[config.mk]
export PLATFORM = sky130hd
export DESIGN_NAME = kci_lerp
export DESIGN_NICKNAME = d
export VERILOG_FILES = /design/src/rtl/kci_pkg.sv /design/src/rtl/kci_lerp.sv
export SDC_FILE = /design/constraint.sdc
export NUM_CORES = 2
export LEC_CHECK = 0
export BUFFER_PORTS_ARGS = -buffer_cell sky130_fd_sc_hd__buf_2
export CORE_ASPECT_RATIO = 0.6
export CORE_UTILIZATION = 25
export DETAILED_ROUTE_END_ITERATION = 8
export PLACE_DENSITY_LB_ADDON = 0.15
export SETUP_SLACK_MARGIN = 0.05
export SYNTH_ARGS = -nofsm -noshare
export SYNTH_HDL_FRONTEND = slang
export SYNTH_SLANG_ARGS = --single-unit
[constraint.sdc]
create_clock -name clk_i -period 7 [get_ports clk_i]
set_input_delay 1.4 -clock clk_i [delete_from_list [all_inputs] [get_ports clk_i]]
set_output_delay 1.4 -clock clk_i [all_outputs]
set_load 0.005 [all_outputs]
[src/rtl/kci_pkg.sv]
`timescale 1ns / 1ps
package kci_pkg;

  localparam int FRAC_BITS = 16;
  localparam int TW = FRAC_BITS + 1;
  localparam int EW = FRAC_BITS + 3;
  localparam int NW = 26;
  localparam int RW = 26;
  localparam int DW = 25;
  localparam int VW = 35;
  localparam int PW = VW + EW;
  localparam int NPTS = 6;
  localparam int NLVL = 5;
  localparam int CUP = (FRAC_BITS >= 16) ? FRAC_BITS - 16 : 0;
  localparam int CDN = (FRAC_BITS < 16) ? 16 - FRAC_BITS : 0;

  localparam logic [2:0] CURVE_INSTANT   = 3'd0;
  localparam logic [2:0] CURVE_LINEAR    = 3'd1;
  localparam logic [2:0] CURVE_QUADRATIC = 3'd2;
  localparam logic [2:0] CURVE_QUINTIC   = 3'd5;

  localparam logic [2:0] REG_CURVE    = 3'd0;
  localparam logic [2:0] REG_SPIN     = 3'd1;
  localparam logic [2:0] REG_KEY      = 3'd2;
  localparam logic [2:0] REG_NEXT_KEY = 3'd3;
  localparam logic [2:0] REG_CTRL1    = 3'd4;
  localparam logic [2:0] REG_CTRL2    = 3'd5;
  localparam logic [2:0] REG_CTRL3    = 3'd6;
  localparam logic [2:0] REG_CTRL4    = 3'd7;

  localparam logic [1:0] MODE_DIV  = 2'd0;
  localparam logic [1:0] MODE_ZERO = 2'd1;
  localparam logic [1:0] MODE_ONE  = 2'd2;

  localparam logic [TW-1:0] T_ONE = TW'(1) << FRAC_BITS;
  localparam logic signed [VW-1:0] ANGLE_TURN = VW'(360 * 65536);

  typedef struct packed {
    logic signed [31:0] sv;
    logic signed [31:0] ev;
    logic               angle;
    logic               flag;
  } side_t;

  typedef struct packed {
    side_t           side;
    logic [1:0]      mode;
    logic [RW-1:0]   rem;
    logic [DW-1:0]   den;
    logic [TW-1:0]   q;
  } div_t;

  typedef struct packed {
    side_t         side;
    logic [TW-1:0] t;
  } prog_t;

  typedef struct packed {
    side_t                        side;
    logic [TW-1:0]                t;
    logic [NPTS-1:0][EW-1:0]      p;
  } bez_t;

  function automatic logic [EW-1:0] ctrl_fix(input logic signed [17:0] c);
    logic signed [EW+7:0] w;
    w = (EW+8)'(c);
    w = (w <<< CUP) >>> CDN;
    return w[EW-1:0];
  endfunction

  function automatic logic [EW-1:0] bez_lerp(input logic signed [EW-1:0] a,
                                             input logic signed [EW-1:0] b,
                                             input logic [TW-1:0] t);
    logic signed [EW:0]        diff;
    logic signed [EW+TW+1:0]   prod;
    logic signed [EW+TW+1:0]   res;
    diff = (EW+1)'(b) - (EW+1)'(a);
    prod = (EW+TW+2)'(diff) * (EW+TW+2)'($signed({1'b0, t}));
    res  = (EW+TW+2)'(a) + (prod >>> FRAC_BITS);
    return res[EW-1:0];
  endfunction

endpackage

[src/rtl/kci_lerp.sv]
`timescale 1ns / 1ps
module kci_lerp (
  input  logic                clk_i,
  input  logic                rst_ni,
  input  logic                en_i,
  input  logic                valid_i,
  input  kci_pkg::bez_t       data_i,
  input  logic [2:0]          curve_type_i,
  input  logic [1:0]          spin_i,
  output logic                valid_o,
  output logic signed [31:0]  value_o,
  output logic                flag_o
);

  localparam logic signed [kci_pkg::PW-1:0] MAXV = kci_pkg::PW'(64'sd2147483647);
  localparam logic signed [kci_pkg::PW-1:0] MINV = -kci_pkg::PW'(64'sd2147483648);

  logic signed [kci_pkg::VW-1:0] sv_w, ev_w, dif;
  logic signed [kci_pkg::EW-1:0] e;

  logic signed [kci_pkg::VW-1:0] dif_q, dif_d;
  logic signed [kci_pkg::EW-1:0] e_q, e_d;
  logic signed [31:0]            sva_q, svb_q;
  logic                          fla_q, flb_q, va_q, vb_q, vc_q;
  logic signed [kci_pkg::PW-1:0] prod_q, prod_d, rsum;
  logic signed [31:0]            res_q, res_d;
  logic                          flc_q;

  always_comb begin
    sv_w = kci_pkg::VW'(data_i.side.sv);
    ev_w = kci_pkg::VW'(data_i.side.ev);
    if (curve_type_i == kci_pkg::CURVE_LINEAR) begin
      e = $signed({2'b00, data_i.t});
    end else if ((curve_type_i >= kci_pkg::CURVE_QUADRATIC) &&
                 (curve_type_i <= kci_pkg::CURVE_QUINTIC)) begin
      e = $signed(data_i.p[0]);
    end else begin
      e = '0;
    end
    dif = ev_w - sv_w;
    if (data_i.side.angle) begin
      if (spin_i == 2'b00) begin
        e = '0;
      end else if (spin_i[1]) begin
        if (dif > 0) ev_w = ev_w - kci_pkg::ANGLE_TURN;
      end else begin
        if (dif < 0) ev_w = ev_w + kci_pkg::ANGLE_TURN;
      end
    end
    dif_d = ev_w - sv_w;
    e_d   = e;
  end

  always_comb begin
    prod_d = kci_pkg::PW'(dif_q) * kci_pkg::PW'(e_q);
    rsum   = kci_pkg::PW'(svb_q) + (prod_q >>> kci_pkg::FRAC_BITS);
    if (rsum > MAXV) begin
      res_d = 32'sh7fffffff;
    end else if (rsum < MINV) begin
      res_d = 32'sh80000000;
    end else begin
      res_d = rsum[31:0];
    end
  end

  always_ff @(posedge clk_i or negedge rst_ni) begin
    if (!rst_ni) begin
      va_q <= 1'b0;
      vb_q <= 1'b0;
      vc_q <= 1'b0;
    end else if (en_i) begin
      va_q <= valid_i;
      vb_q <= va_q;
      vc_q <= vb_q;
    end
  end

  always_ff @(posedge clk_i) begin
    if (en_i) begin
      dif_q  <= dif_d;
      e_q    <= e_d;
      sva_q  <= data_i.side.sv;
      fla_q  <= data_i.side.flag;
      prod_q <= prod_d;
      svb_q  <= sva_q;
      flb_q  <= fla_q;
      res_q  <= res_d;
      flc_q  <= flb_q;
    end
  end

  assign valid_o = vc_q;
  assign value_o = res_q;
  assign flag_o  = flc_q;

endmodule

==> key figures <==
Synth
  • Mapped Cells: 3540
  • Library cells used by synthesis: 83
  • Most common cell in the synthesized netlist: inv_1
  • EDFF count, synth: 191
  • XOR/XNOR Fraction of Synth Area: 2.84%
  • Number of synthesized register bits: 194
  • Largest area contributor in the netlist: fa_1
  • Synthesized Nets: 4614
  • Syn_area_per_cell: 9.57 µm²
  • Post-Syn Area: 33900 µm²
  • Register area share after synthesis: 17.1%
  • Post-Synth Adder-Cell Area: 46.3%
  • Async S/R FF share, synth: 1.55%
  • Post-synthesis mux area share: 0.277%
  • Post-synth top area share: 37.9%
  • Ranking of synthesized cells by area: fa_1, edfxtp_1, ha_1
  • Compound-cell area share of the yosys netlist: 9.55%
  • Simple-gate share of the synthesized area: 14.6%
  • Synth top cells by count: inv_1, fa_1, nand2_1, ha_1, and2_1
  • Largest family of logic cells by synthesized area: adder cells
  • Most used DFF post-synth: edfxtp_1
  • Synth warn: 0

Setup path
  • Crit start category: flop
  • CP max FO: 6
  • Setup crit end kind: flop
  • Critical path arrival: 7.36 ns
  • Worst endpoint required time: 7.25 ns
  • Worst setup path class: reg -> reg

Timing
  • Relative slew slack: 14.4%
  • Setup WS post-layout: -0.106 ns
  • # setup viols final: 7
  • Max Freq: 141 MHz
  • Final Max Tran Viols: 0
  • Worst Tran Pin Value: 1.28 ns
  • Clk_skew: 0.0243 ns
  • Unrepaired setup endpoints after global routing: yes
  • Final hold vios: 0
  • Crit share post-route: 102%
  • Tmin final: 7.11 ns
  • Worst hold slack: 0.423 ns

Place
  • Place WS: -0.990 ns
  • DP HPWL: 95.4 mm
  • Routability cong.: 0.919
  • IO buf count: 144

Clock network
  • Root Buffer: clkbuf_16
  • TritonCTS Buffers: 17
  • Clock buffer depth: 2
  • Worst-skew pair later-pin latency: 0.51 ns
  • Reg clk slew, reported paths: 0.08 ns
  • CTS tree: built
  • H-tree depth: 4
  • Clock sink total: 194

Die
  • Starting Density: 25.2%
  • Die Area: 137000 µm²
  • Die width: 477 µm
  • Cell row count: 104
  • Core area: 134000 µm²
  • Io pins: 240
  • Die Span Y: 287 µm

GRT
  • Tot GR Track Use: 16.5%
  • Initial antenna violation count: 1
  • GRT Residual Overflow: 0
  • Largest net degree at the start of global routing: 115
  • First-pass GRT wire length: 171 mm
  • Vias in the first global route: 26752

Route
  • Vias: 25856
  • DR iter-0 viols: 1616
  • Initial DRT Pass Iterations: 5
  • Routed Antenna Nets: 0
  • WL/cell: 18.8 µm
  • Via-per-instance ratio: 4.40
  • Routed wire length: 110 mm
  • Drt drc: 0

Cells and area
  • Area growth from synthesis to layout: 24.4%
  • Share of layout cells above drive strength 1: 21.2%
  • # fillers: 14263
  • Final core utilization: 31.4%
  • Register area: 5810 µm²
  • Nets: 5129
  • Footprint of the multi-input gates: 25800 µm²

Status
  • Failing checks: setup timing
  • Status: finished with violations

Worst hold path
  • Min-Delay Path Class: reg -> reg

Run
  • Max_cap viols: 0
## layer usage
| metal | wire [µm] | track usage (%) |
|---|---|---|
| met1 | 60300 | 26.9 |
| met2 | 43100 | 22.3 |
| met3 | 6140 | 3.28 |
| met4 | 679 | 1.62 |
| met5 | 69 | 0.376 |
## metrics by stage
stage	instances	cell area [µm²]	TNS [ns]
after global placement	5810	40300	-15.96
after CTS	5865	41700	-0.657
after detailed placement	5810	40300	-14.68
after global routing	5870	42200	-2.87
final	5871	42200	-0.440
after floorplan	3540	33900	0
## worst max-delay path, cell delays in order, from the launching register on
cell and delay [ns]:
edfxtp_1 0.43, buf_6 0.15, buf_12 0.12, and2_4 0.13
fa_2 0.46, fa_1 0.53, inv_2 0.05, fa_1 0.58
inv_2 0.05, fa_1 0.53, fa_2 0.45, fa_1 0.59
ha_4 0.22, ha_4 0.27, nand4_1 0.10, or2_4 0.24
o221ai_2 0.15, buf_6 0.15, a31oi_4 0.09, buf_6 0.16
buf_6 0.12, a211o_4 0.36, a21oi_2 0.14, buf_4 0.15
o21ai_4 0.08, a41o_1 0.24, o311a_1 0.30
## worst paths after layout
check / end / from / cells past startpoint / slack, ns
max: prod_q[53]$_DFFE_PP_ / e_q[1]$_DFFE_PP_ / 26 / -0.11
min: flag_o$_DFFE_PP_ / flb_q$_DFFE_PP_ / 0 / 0.42
max reg2reg: prod_q[53]$_DFFE_PP_ / e_q[1]$_DFFE_PP_ / 26 / -0.11
min reg2reg: flag_o$_DFFE_PP_ / flb_q$_DFFE_PP_ / 0 / 0.42
max in group asynchronous: valid_o$_DFFE_PN0P_ / rst_ni / 1 / 6.17
min in group asynchronous: va_q$_DFFE_PN0P_ / rst_ni / 1 / 0.69
## registers in the layout, summed over array words and instances (netlist names), 19 cells and up
signal   count
value_o     32
dif_q       35
e_q         19
sva_q       32
prod_q      38
svb_q       32
## cell usage in the layout, fill, tap and decap left out, drive strengths merged, types with 6 or more instances in the layout
cell type | Yosys | final
and3 | 13 | 13
mux2i | 6 | 6
o21bai | 21 | 21
xnor2 | 70 | 70
edfxtp | 191 | 191
ha | 226 | 226
nand2 | 481 | 481
inv | 667 | 672
a21oi | 128 | 128
or4 | 6 | 6
nor3 | 27 | 27
nand2b | 29 | 29
nor2b | 18 | 18
fa | 642 | 642
o2111ai | 6 | 6
buf | 15 | 664
o211ai | 12 | 12
nor2 | 139 | 139
o31ai | 7 | 7
xor2 | 40 | 40
o41ai | 6 | 6
nand3 | 33 | 33
nand4 | 28 | 28
and2 | 225 | 225
o21a | 23 | 23
o21ai | 106 | 106
a22oi | 18 | 18
a211oi | 21 | 21
clkbuf | 153 | 17
a21o | 54 | 54
a31oi | 16 | 16
a21boi | 8 | 8
nor4 | 7 | 7
## cells by family after synthesis
family,Yosys count
compound gates,486
fa+ha+maj,868
flops,194
xor+xnor,110
buf+inv,835
mux,9
simple gates,1038
## area by class of cell
type                            instances  area share [%]
Clock buffer                           17            1.01
Antenna cell                            2          0.0119
Multi-Input combinational cell       2511            61.2
Clock inverter                         14           0.466
Inverter                              667            5.94
Sequential cell                       194            13.8
Tap cell                             1802            5.35
Timing Repair Buffer                  664            12.2
## timing repair
item,CTS,global route
hold endpoints to repair,0,0
setup buffers,26,5
setup endpoints to repair,26,40
hold buffers,0,0
pin swaps,71,58
gates resized for setup,109,89
Power is not shown: default switching activity piles up to over one toggle a cycle in this logic, so the estimate is an artifact.
