<file path="config.mk">
export PLATFORM = sky130hd
export DESIGN_NAME = kci_front
export DESIGN_NICKNAME = d
export VERILOG_FILES = /design/src/rtl/kci_pkg.sv /design/src/rtl/kci_front.sv
export SDC_FILE = /design/constraint.sdc
export NUM_CORES = 1
export LEC_CHECK = 0
export ABC_AREA = 1
export BUFFER_PORTS_ARGS = -buffer_cell sky130_fd_sc_hd__clkbuf_2
export CORE_MARGIN = 1
export CORE_UTILIZATION = 50
export DETAILED_ROUTE_END_ITERATION = 12
export PLACE_DENSITY = 0.81
export RECOVER_POWER = 25
export SETUP_SLACK_MARGIN = 0.1
export SLEW_MARGIN = 20
export SYNTH_ARGS = -nofsm -noshare
export SYNTH_HDL_FRONTEND = slang
export SYNTH_SLANG_ARGS = --single-unit
</file>
<file path="constraint.sdc">
create_clock -name clk_i -period 0.9 [get_ports clk_i]
set_input_delay 0.045 -clock clk_i [delete_from_list [all_inputs] [get_ports clk_i]]
set_output_delay 0.045 -clock clk_i [all_outputs]
set_load 0.02 [all_outputs]
</file>
<file path="src/rtl/kci_pkg.sv">
`timescale 1ns / 1ps
package kci_pkg;

  localparam int FRAC_BITS = 16;
  localparam int TW = FRAC_BITS + 1;
  localparam int EW = FRAC_BITS + 3;
  localparam int NW = 26;
  localparam int RW = 26;
  localparam int DW = 25;
  localparam int VW = 35;
  localparam int PW = VW + EW;
  localparam int NPTS = 6;
  localparam int NLVL = 5;
  localparam int CUP = (FRAC_BITS >= 16) ? FRAC_BITS - 16 : 0;
  localparam int CDN = (FRAC_BITS < 16) ? 16 - FRAC_BITS : 0;

  localparam logic [2:0] CURVE_INSTANT   = 3'd0;
  localparam logic [2:0] CURVE_LINEAR    = 3'd1;
  localparam logic [2:0] CURVE_QUADRATIC = 3'd2;
  localparam logic [2:0] CURVE_QUINTIC   = 3'd5;

  localparam logic [2:0] REG_CURVE    = 3'd0;
  localparam logic [2:0] REG_SPIN     = 3'd1;
  localparam logic [2:0] REG_KEY      = 3'd2;
  localparam logic [2:0] REG_NEXT_KEY = 3'd3;
  localparam logic [2:0] REG_CTRL1    = 3'd4;
  localparam logic [2:0] REG_CTRL2    = 3'd5;
  localparam logic [2:0] REG_CTRL3    = 3'd6;
  localparam logic [2:0] REG_CTRL4    = 3'd7;

  localparam logic [1:0] MODE_DIV  = 2'd0;
  localparam logic [1:0] MODE_ZERO = 2'd1;
  localparam logic [1:0] MODE_ONE  = 2'd2;

  localparam logic [TW-1:0] T_ONE = TW'(1) << FRAC_BITS;
  localparam logic signed [VW-1:0] ANGLE_TURN = VW'(360 * 65536);

  typedef struct packed {
    logic signed [31:0] sv;
    logic signed [31:0] ev;
    logic               angle;
    logic               flag;
  } side_t;

  typedef struct packed {
    side_t           side;
    logic [1:0]      mode;
    logic [RW-1:0]   rem;
    logic [DW-1:0]   den;
    logic [TW-1:0]   q;
  } div_t;

  typedef struct packed {
    side_t         side;
    logic [TW-1:0] t;
  } prog_t;

  typedef struct packed {
    side_t                        side;
    logic [TW-1:0]                t;
    logic [NPTS-1:0][EW-1:0]      p;
  } bez_t;

  function automatic logic [EW-1:0] ctrl_fix(input logic signed [17:0] c);
    logic signed [EW+7:0] w;
    w = (EW+8)'(c);
    w = (w <<< CUP) >>> CDN;
    return w[EW-1:0];
  endfunction

  function automatic logic [EW-1:0] bez_lerp(input logic signed [EW-1:0] a,
                                             input logic signed [EW-1:0] b,
                                             input logic [TW-1:0] t);
    logic signed [EW:0]        diff;
    logic signed [EW+TW+1:0]   prod;
    logic signed [EW+TW+1:0]   res;
    diff = (EW+1)'(b) - (EW+1)'(a);
    prod = (EW+TW+2)'(diff) * (EW+TW+2)'($signed({1'b0, t}));
    res  = (EW+TW+2)'(a) + (prod >>> FRAC_BITS);
    return res[EW-1:0];
  endfunction

endpackage

</file>
<file path="src/rtl/kci_front.sv">
`timescale 1ns / 1ps
module kci_front (
  input  logic                 clk_i,
  input  logic                 rst_ni,
  input  logic                 en_i,
  input  logic                 valid_i,
  input  logic [23:0]          current_time_i,
  input  logic signed [31:0]   start_value_i,
  input  logic signed [31:0]   end_value_i,
  input  logic                 is_angle_i,
  input  logic [15:0]          key_time_i,
  input  logic [15:0]          next_key_time_i,
  output logic                 valid_o,
  output kci_pkg::div_t        data_o
);

  logic signed [kci_pkg::NW-1:0] num, num_f;
  logic signed [kci_pkg::DW:0]   den, den_f;
  kci_pkg::div_t                 data_d, data_q;
  logic                          valid_q;

  always_comb begin
    num = $signed({2'b00, current_time_i}) - $signed({2'b00, key_time_i, 8'h00});
    den = $signed({2'b00, next_key_time_i, 8'h00}) - $signed({2'b00, key_time_i, 8'h00});
    num_f = num;
    den_f = den;
    if (den < 0) begin
      num_f = -num;
      den_f = -den;
    end
    data_d.side.sv    = start_value_i;
    data_d.side.ev    = end_value_i;
    data_d.side.angle = is_angle_i;
    data_d.side.flag  = 1'b0;
    data_d.mode       = kci_pkg::MODE_DIV;
    data_d.rem        = num_f[kci_pkg::RW-1:0];
    data_d.den        = den_f[kci_pkg::DW-1:0];
    data_d.q          = '0;
    if (key_time_i == next_key_time_i) begin
      data_d.mode = kci_pkg::MODE_ZERO;
    end else if (num_f < 0) begin
      data_d.mode      = kci_pkg::MODE_ZERO;
      data_d.side.flag = 1'b1;
    end else if (num_f > den_f) begin
      data_d.mode      = kci_pkg::MODE_ONE;
      data_d.side.flag = 1'b1;
    end
  end

  always_ff @(posedge clk_i or negedge rst_ni) begin
    if (!rst_ni) begin
      valid_q <= 1'b0;
    end else if (en_i) begin
      valid_q <= valid_i;
    end
  end

  always_ff @(posedge clk_i) begin
    if (en_i) begin
      data_q <= data_d;
    end
  end

  assign valid_o = valid_q;
  assign data_o  = data_q;

endmodule

</file>
==> results.tsv, run 1 <==
metric	value	unit
main_combinational_cell_family_by_area_after_synthesis	simple AND/OR/NAND/NOR gates	
ios	262	
synthMuxAreaShare	0.148	%
lastStage	5_1_grt	
synth.yosys.seq_area_share	44.1	%
synth_cells	883	
synth_seq_cells	112	
syn_avg_cell_area	8.62	sq um
cts_root_buffer	sky130_fd_sc_hd__clkbuf_16	
repair-timing-grt-worst-ep	data_o[70]$_SDFFCE_PP0P_/D	
yosys.area_share.adder	9.24	%
ys.warnings.count	0	
io_buffer_count	236	
post_synth_xor_xnor_area	4.16	%
chipWidth	125	microns
placed_wire_length_estimate	17900	microns
numCtsBuffers	9	
placement_rows	44	
fraction_of_the_mapped_netlist_area_in_simple_logic_gates	26.6	%
cts-root-to-sink-buffers	2	
synth_top_area_share	43.8	%
timing.repair.worst_endpoint_type	sequential cell input	
synth_top_cell_by_area	sky130_fd_sc_hd__edfxtp_1	
gpl.final_weighted_congestion	0.948	
placedCellCount	1486	
synth_ff_type	sky130_fd_sc_hd__edfxtp_1	
gr-usage-all-layers	101	%
synth_cell_types	52	
largest_cells_by_area_after_synthesis	sky130_fd_sc_hd__edfxtp_1 44%, sky130_fd_sc_hd__nand2_1 11%, sky130_fd_sc_hd__ha_1 8.7%	
synth_compound_gate_area_share	4.80	%
die_h	125	microns
synth_async_sr_flop_share	0.893	%
numClockSinks	112	
global_route.overflow_total	1524	
cts_htree_levels	3	
synth_edf_count	111	
status	stopped before the end	
floorplan.initialDensity	51.8	%
syn_area	7610	sq um
grt_max_degree	46	
error_message	[ERROR GRT-0232] Routing congestion too high. Check the congestion heatmap in the GUI.	
## kinds of logic after synthesis
kind of cell,count (synthesis)
flops,112
fa+ha+maj,55
buf+inv,187
mux,1
other cells,2
xor+xnor,31
compound gates,57
simple gates,438
## routing by layer
layer | track usage [%] | overflow
met4 | 118 | 353
met1 | 88.9 | 10
met2 | 136 | 1155
met5 | 35.0 | 0
met3 | 71.4 | 6
## repair_timing
action / 4_1_cts
gates cloned: 4
endpoints found under the hold margin: 68
gates resized for setup: 166
setup endpoints to repair: 156
hold buffers: 69
buffers inserted: 41
pin swaps: 81
## Yosys cell counts (2+ instances only)
cell,count
sky130_fd_sc_hd__nor2_4,3
sky130_fd_sc_hd__nor2_2,6
sky130_fd_sc_hd__o21ai_2,2
sky130_fd_sc_hd__fa_1,2
sky130_fd_sc_hd__o21ai_0,9
sky130_fd_sc_hd__nand2_2,20
sky130_fd_sc_hd__xor2_2,5
sky130_fd_sc_hd__nor3_2,3
sky130_fd_sc_hd__o21bai_1,3
sky130_fd_sc_hd__conb_1,2
sky130_fd_sc_hd__nand3_1,62
sky130_fd_sc_hd__nand3b_1,4
sky130_fd_sc_hd__nand2_1,231
sky130_fd_sc_hd__inv_1,136
sky130_fd_sc_hd__edfxtp_1,111
sky130_fd_sc_hd__o21ai_1,2
sky130_fd_sc_hd__nor3_1,9
sky130_fd_sc_hd__xnor2_1,4
sky130_fd_sc_hd__nand4_1,18
sky130_fd_sc_hd__a21oi_2,4
sky130_fd_sc_hd__a21o_1,3
sky130_fd_sc_hd__xor2_1,21
sky130_fd_sc_hd__and2_1,4
sky130_fd_sc_hd__nand3_2,5
sky130_fd_sc_hd__buf_4,26
sky130_fd_sc_hd__nand2_4,5
sky130_fd_sc_hd__clkinv_1,2
sky130_fd_sc_hd__a21oi_1,27
sky130_fd_sc_hd__inv_2,19
sky130_fd_sc_hd__ha_1,53
sky130_fd_sc_hd__nor2_1,61
## per-stage QoR
step | worst slack, ps | TNS (ps) | cell area [sq um] | hold slack (ps)
2_1_floorplan | -2250 | -42910 | 8010 | -251
3_3_place_gp | -2560 | -60490 | 10600 | -179
4_1_cts | -2230 | -48770 | 12700 | 158
3_5_place_dp | -2690 | -62610 | 10600 | -168
==> run 2, diff against run 1 <==
Settings changed: CORE_UTILIZATION 50 to 35, PLACE_DENSITY 0.81 to unset, PLACE_DENSITY_LB_ADDON set to 0.15, SETUP_SLACK_MARGIN 0.1 to unset.
==> run 2 against run 1 <==
  * The flow now finishes, with violations (negative setup slack)
  * Synthesized area stayed put
  * Synthesized cell count stayed put
==> results.tsv, run 2 <==
metric	value	unit	change
dr.first_iter.drc_count	309		
cts-root-to-sink-buffers	2		unchanged
min_delay_src	current_time_i[1]		
global_route.overflow_total	0		
drtPass1Iterations	5		
critical_path.max_stage_delay	550	ps	
core-area	21200	sq um	
leakagePower	6.87	nW	
yosysMostFrequentCell	sky130_fd_sc_hd__nand2_1		
syn_avg_cell_area	8.62	sq um	unchanged
p_per_area	1590	nW/um^2	
detail_route.wirelength.met1	10300	microns	
final_nets	1646		
numCtsBuffers	9		unchanged
met2WireLength	12600	microns	
cap_viol_max_count	0		
timing.critical_path.max_delay_family	simple AND/OR/NAND/NOR gates		
data_required_time_of_the_critical_path	1020	ps	
setup_tns	-55580	ps	
cts_root_buffer	sky130_fd_sc_hd__clkbuf_16		
fin_worst_skew	0	ps	
gr-usage-all-layers	20.6	%	
detail_route.wirelength	24600	microns	
synth_top_cell_by_area	sky130_fd_sc_hd__edfxtp_1		
crit_arrival	3220	ps	
top_layer_used	met4		
synth_ff_type	sky130_fd_sc_hd__edfxtp_1		
peakVddDrop	1300	uV	
status	finished with violations		
worstSkewPairLatency	350	ps	
ios	262		unchanged
final_period_demand_of_the_worst_path	3100	ps	
multi_input_gate_area	4790	sq um	
areaGrowthSynthToFinish	86.5	%	
flip_flop_count_of_the_largest_register_after_layout	111		
reg2reg_from	valid_o		
detail-route-antenna-nets	0		
cts.reportedPaths.clkPinSlew	80	ps	
synth_top_area_share	43.8	%	unchanged
overall_via_count_from_detail_route	7774		
viasPerCell	4.45		
cell_type_with_the_highest_occurrence_count_on_the_critical_path	sky130_fd_sc_hd__nand3_2		
floorplan.initialDensity	36.0	%	-16 points
grt_antenna_before_repair	0		
io_buffer_count	236		unchanged
die_area	22300	sq um	
synth_cell_types	52		unchanged
max_slew_violation_count	0		
grt_max_degree	38		
total_power	22.6	mW	
top_library_cells_by_usage_in_the_layout_fill_and_taps_aside	207 x sky130_fd_sc_hd__buf_4, 167 x sky130_fd_sc_hd__nand2_1, 134 x sky130_fd_sc_hd__buf_6		
whs_path_depth	4		
period_share	345	%	
syn_area	7610	sq um	unchanged
synth.yosys.seq_area_share	44.1	%	unchanged
chipWidth	149	microns	+19%
placement.setup.worst_slack	-2700	ps	-6.16 ps
criticalPathCategory	primary input to register		
fill_cell_count	1602		
number_of_global_route_vias_before_repair	7589		
timing.critical_path.from_type	primary input		
reg2reg_to	valid_o		
detail_route.drc_violations	0		
placement_rows	53		+20%
worstRegToRegCells	1		
numClockSinks	112		unchanged
routed_wire_length_per_instance	14.1	microns	
critical_path_cell_count	25		
hold-path-endpoint	data_o[43]		
largest_cells_by_area_after_synthesis	sky130_fd_sc_hd__edfxtp_1 44%, sky130_fd_sc_hd__nand2_1 11%, sky130_fd_sc_hd__ha_1 8.7%		
post_synth_most_frequent_cells	231 x sky130_fd_sc_hd__nand2_1, 136 x sky130_fd_sc_hd__inv_1, 111 x sky130_fd_sc_hd__edfxtp_1		
fmax	322	MHz	
rsz_0062_raised_after_global_routing	yes		
routed-wl-met3	1200	microns	
setup_viol_count_final	263		
fin_hold_ws	197	ps	
cts_tree	done		
holdCritPathClass	primary input to register		
placed_wire_length_estimate	17500	microns	-2.5%
global_route_wire_length_before_repair	36000	microns	
synth_edf_count	111		unchanged
cp-end-kind	register		
cts_htree_levels	3		unchanged
ys.warnings.count	0		unchanged
timing_worst_slew_pin_value	881	ps	
worstPathMaxFanout	5		
worst-path-buf-inv	3		
gpl.final_weighted_congestion	0.860		-9.3%
worst_slew_margin_rel	41.2	%	
layout_commonest_cell	sky130_fd_sc_hd__buf_4		
total_area_of_sequential_cells	3360	sq um	
synth_seq_cells	112		unchanged
failed_checks	negative setup slack		
synth_async_sr_flop_share	0.893	%	unchanged
diodes	0		
ff2ff_setup_slack	140	ps	
post-route-worst-setup-slack	-2200	ps	
die_h	149	microns	+19%
slowest_stage_cell_crit_path	sky130_fd_sc_hd__fa_2		
post_route_cells_drive_above_1_share	55.0	%	
synth_cells	883		unchanged
timing_hold_violations_final	0		
==> run 2: cells by family (layout without fill, tap and decap cells) <==
logic type	count (synthesis)	in the layout	synth area share, %
simple gates	438	439	26.6
buf+inv	187	750	10.8
fa+ha+maj	55	55	9.24
other cells	2	26	0.0987
compound gates	57	57	4.80
xor+xnor	31	31	4.16
flops	112	112	44.1
mux	1	1	0.148
==> run 2: power by group <==
part | total (mW) | leakage [nW] | switching, mW | internal, mW
combinational | 11.6 | 5.62 | 5.85 | 5.75
clock | 4.15 | 0.152 | 2.12 | 2.02
sequential | 6.81 | 1.10 | 0.255 | 6.56
==> run 2: layout make-up <==
class | instances | area share (%)
multi-input combinational | 609 | 33.7
timing repair buffer | 573 | 33.2
sequential | 112 | 23.7
inverter | 158 | 4.50
tap | 275 | 2.42
clock buffer | 9 | 1.59
clock inverter | 7 | 0.644
timing repair inverter | 3 | 0.282
==> run 2: tightest hold or removal path: stages <==
cell,delay (ps)
sky130_fd_sc_hd__clkbuf_2,90
sky130_fd_sc_hd__inv_1,70
sky130_fd_sc_hd__buf_4,120
sky130_fd_sc_hd__o21ai_1,60
==> run 2: worst max path at each step <==
stage,from,to,slack (ps)
2_1_floorplan,next_key_time_i[0],data_o[70],-2250
3_3_place_gp,next_key_time_i[0],data_o[70],-2620
3_5_place_dp,next_key_time_i[0],data_o[70],-2700
4_1_cts,current_time_i[8],data_o[70],-2100
5_1_grt,key_time_i[8],data_o[70],-2420
6_report,key_time_i[0],data_o[70],-2200
==> run 2: per-layer routing <==
metal	track usage [%]	vias up
li1	-	3986
met1	25.5	3536
met2	36.8	222
met3	2.71	30
met4	6.12	0
met5	0	-
==> run 2: what timing repair did <==
item,in CTS,in global routing
hold buffers,69,0
gates cloned,4,0
endpoints found under the setup margin,156,156
buffers inserted,44,34
gates resized for setup,151,415
hold endpoints to repair,68,0
pin swaps,65,59
==> run 2: per-stage QoR <==
step | utilization, % | cell area (sq um) | instances
global placement | 51.2 | 10800 | 1591
detailed placement | 51.2 | 10800 | 1591
global route | 67.1 | 14200 | 1746
finish | 67.1 | 14200 | 1746
floorplan | - | 8010 | 907
CTS | 61.1 | 12900 | 1721
(Power assumes the default switching activity.)
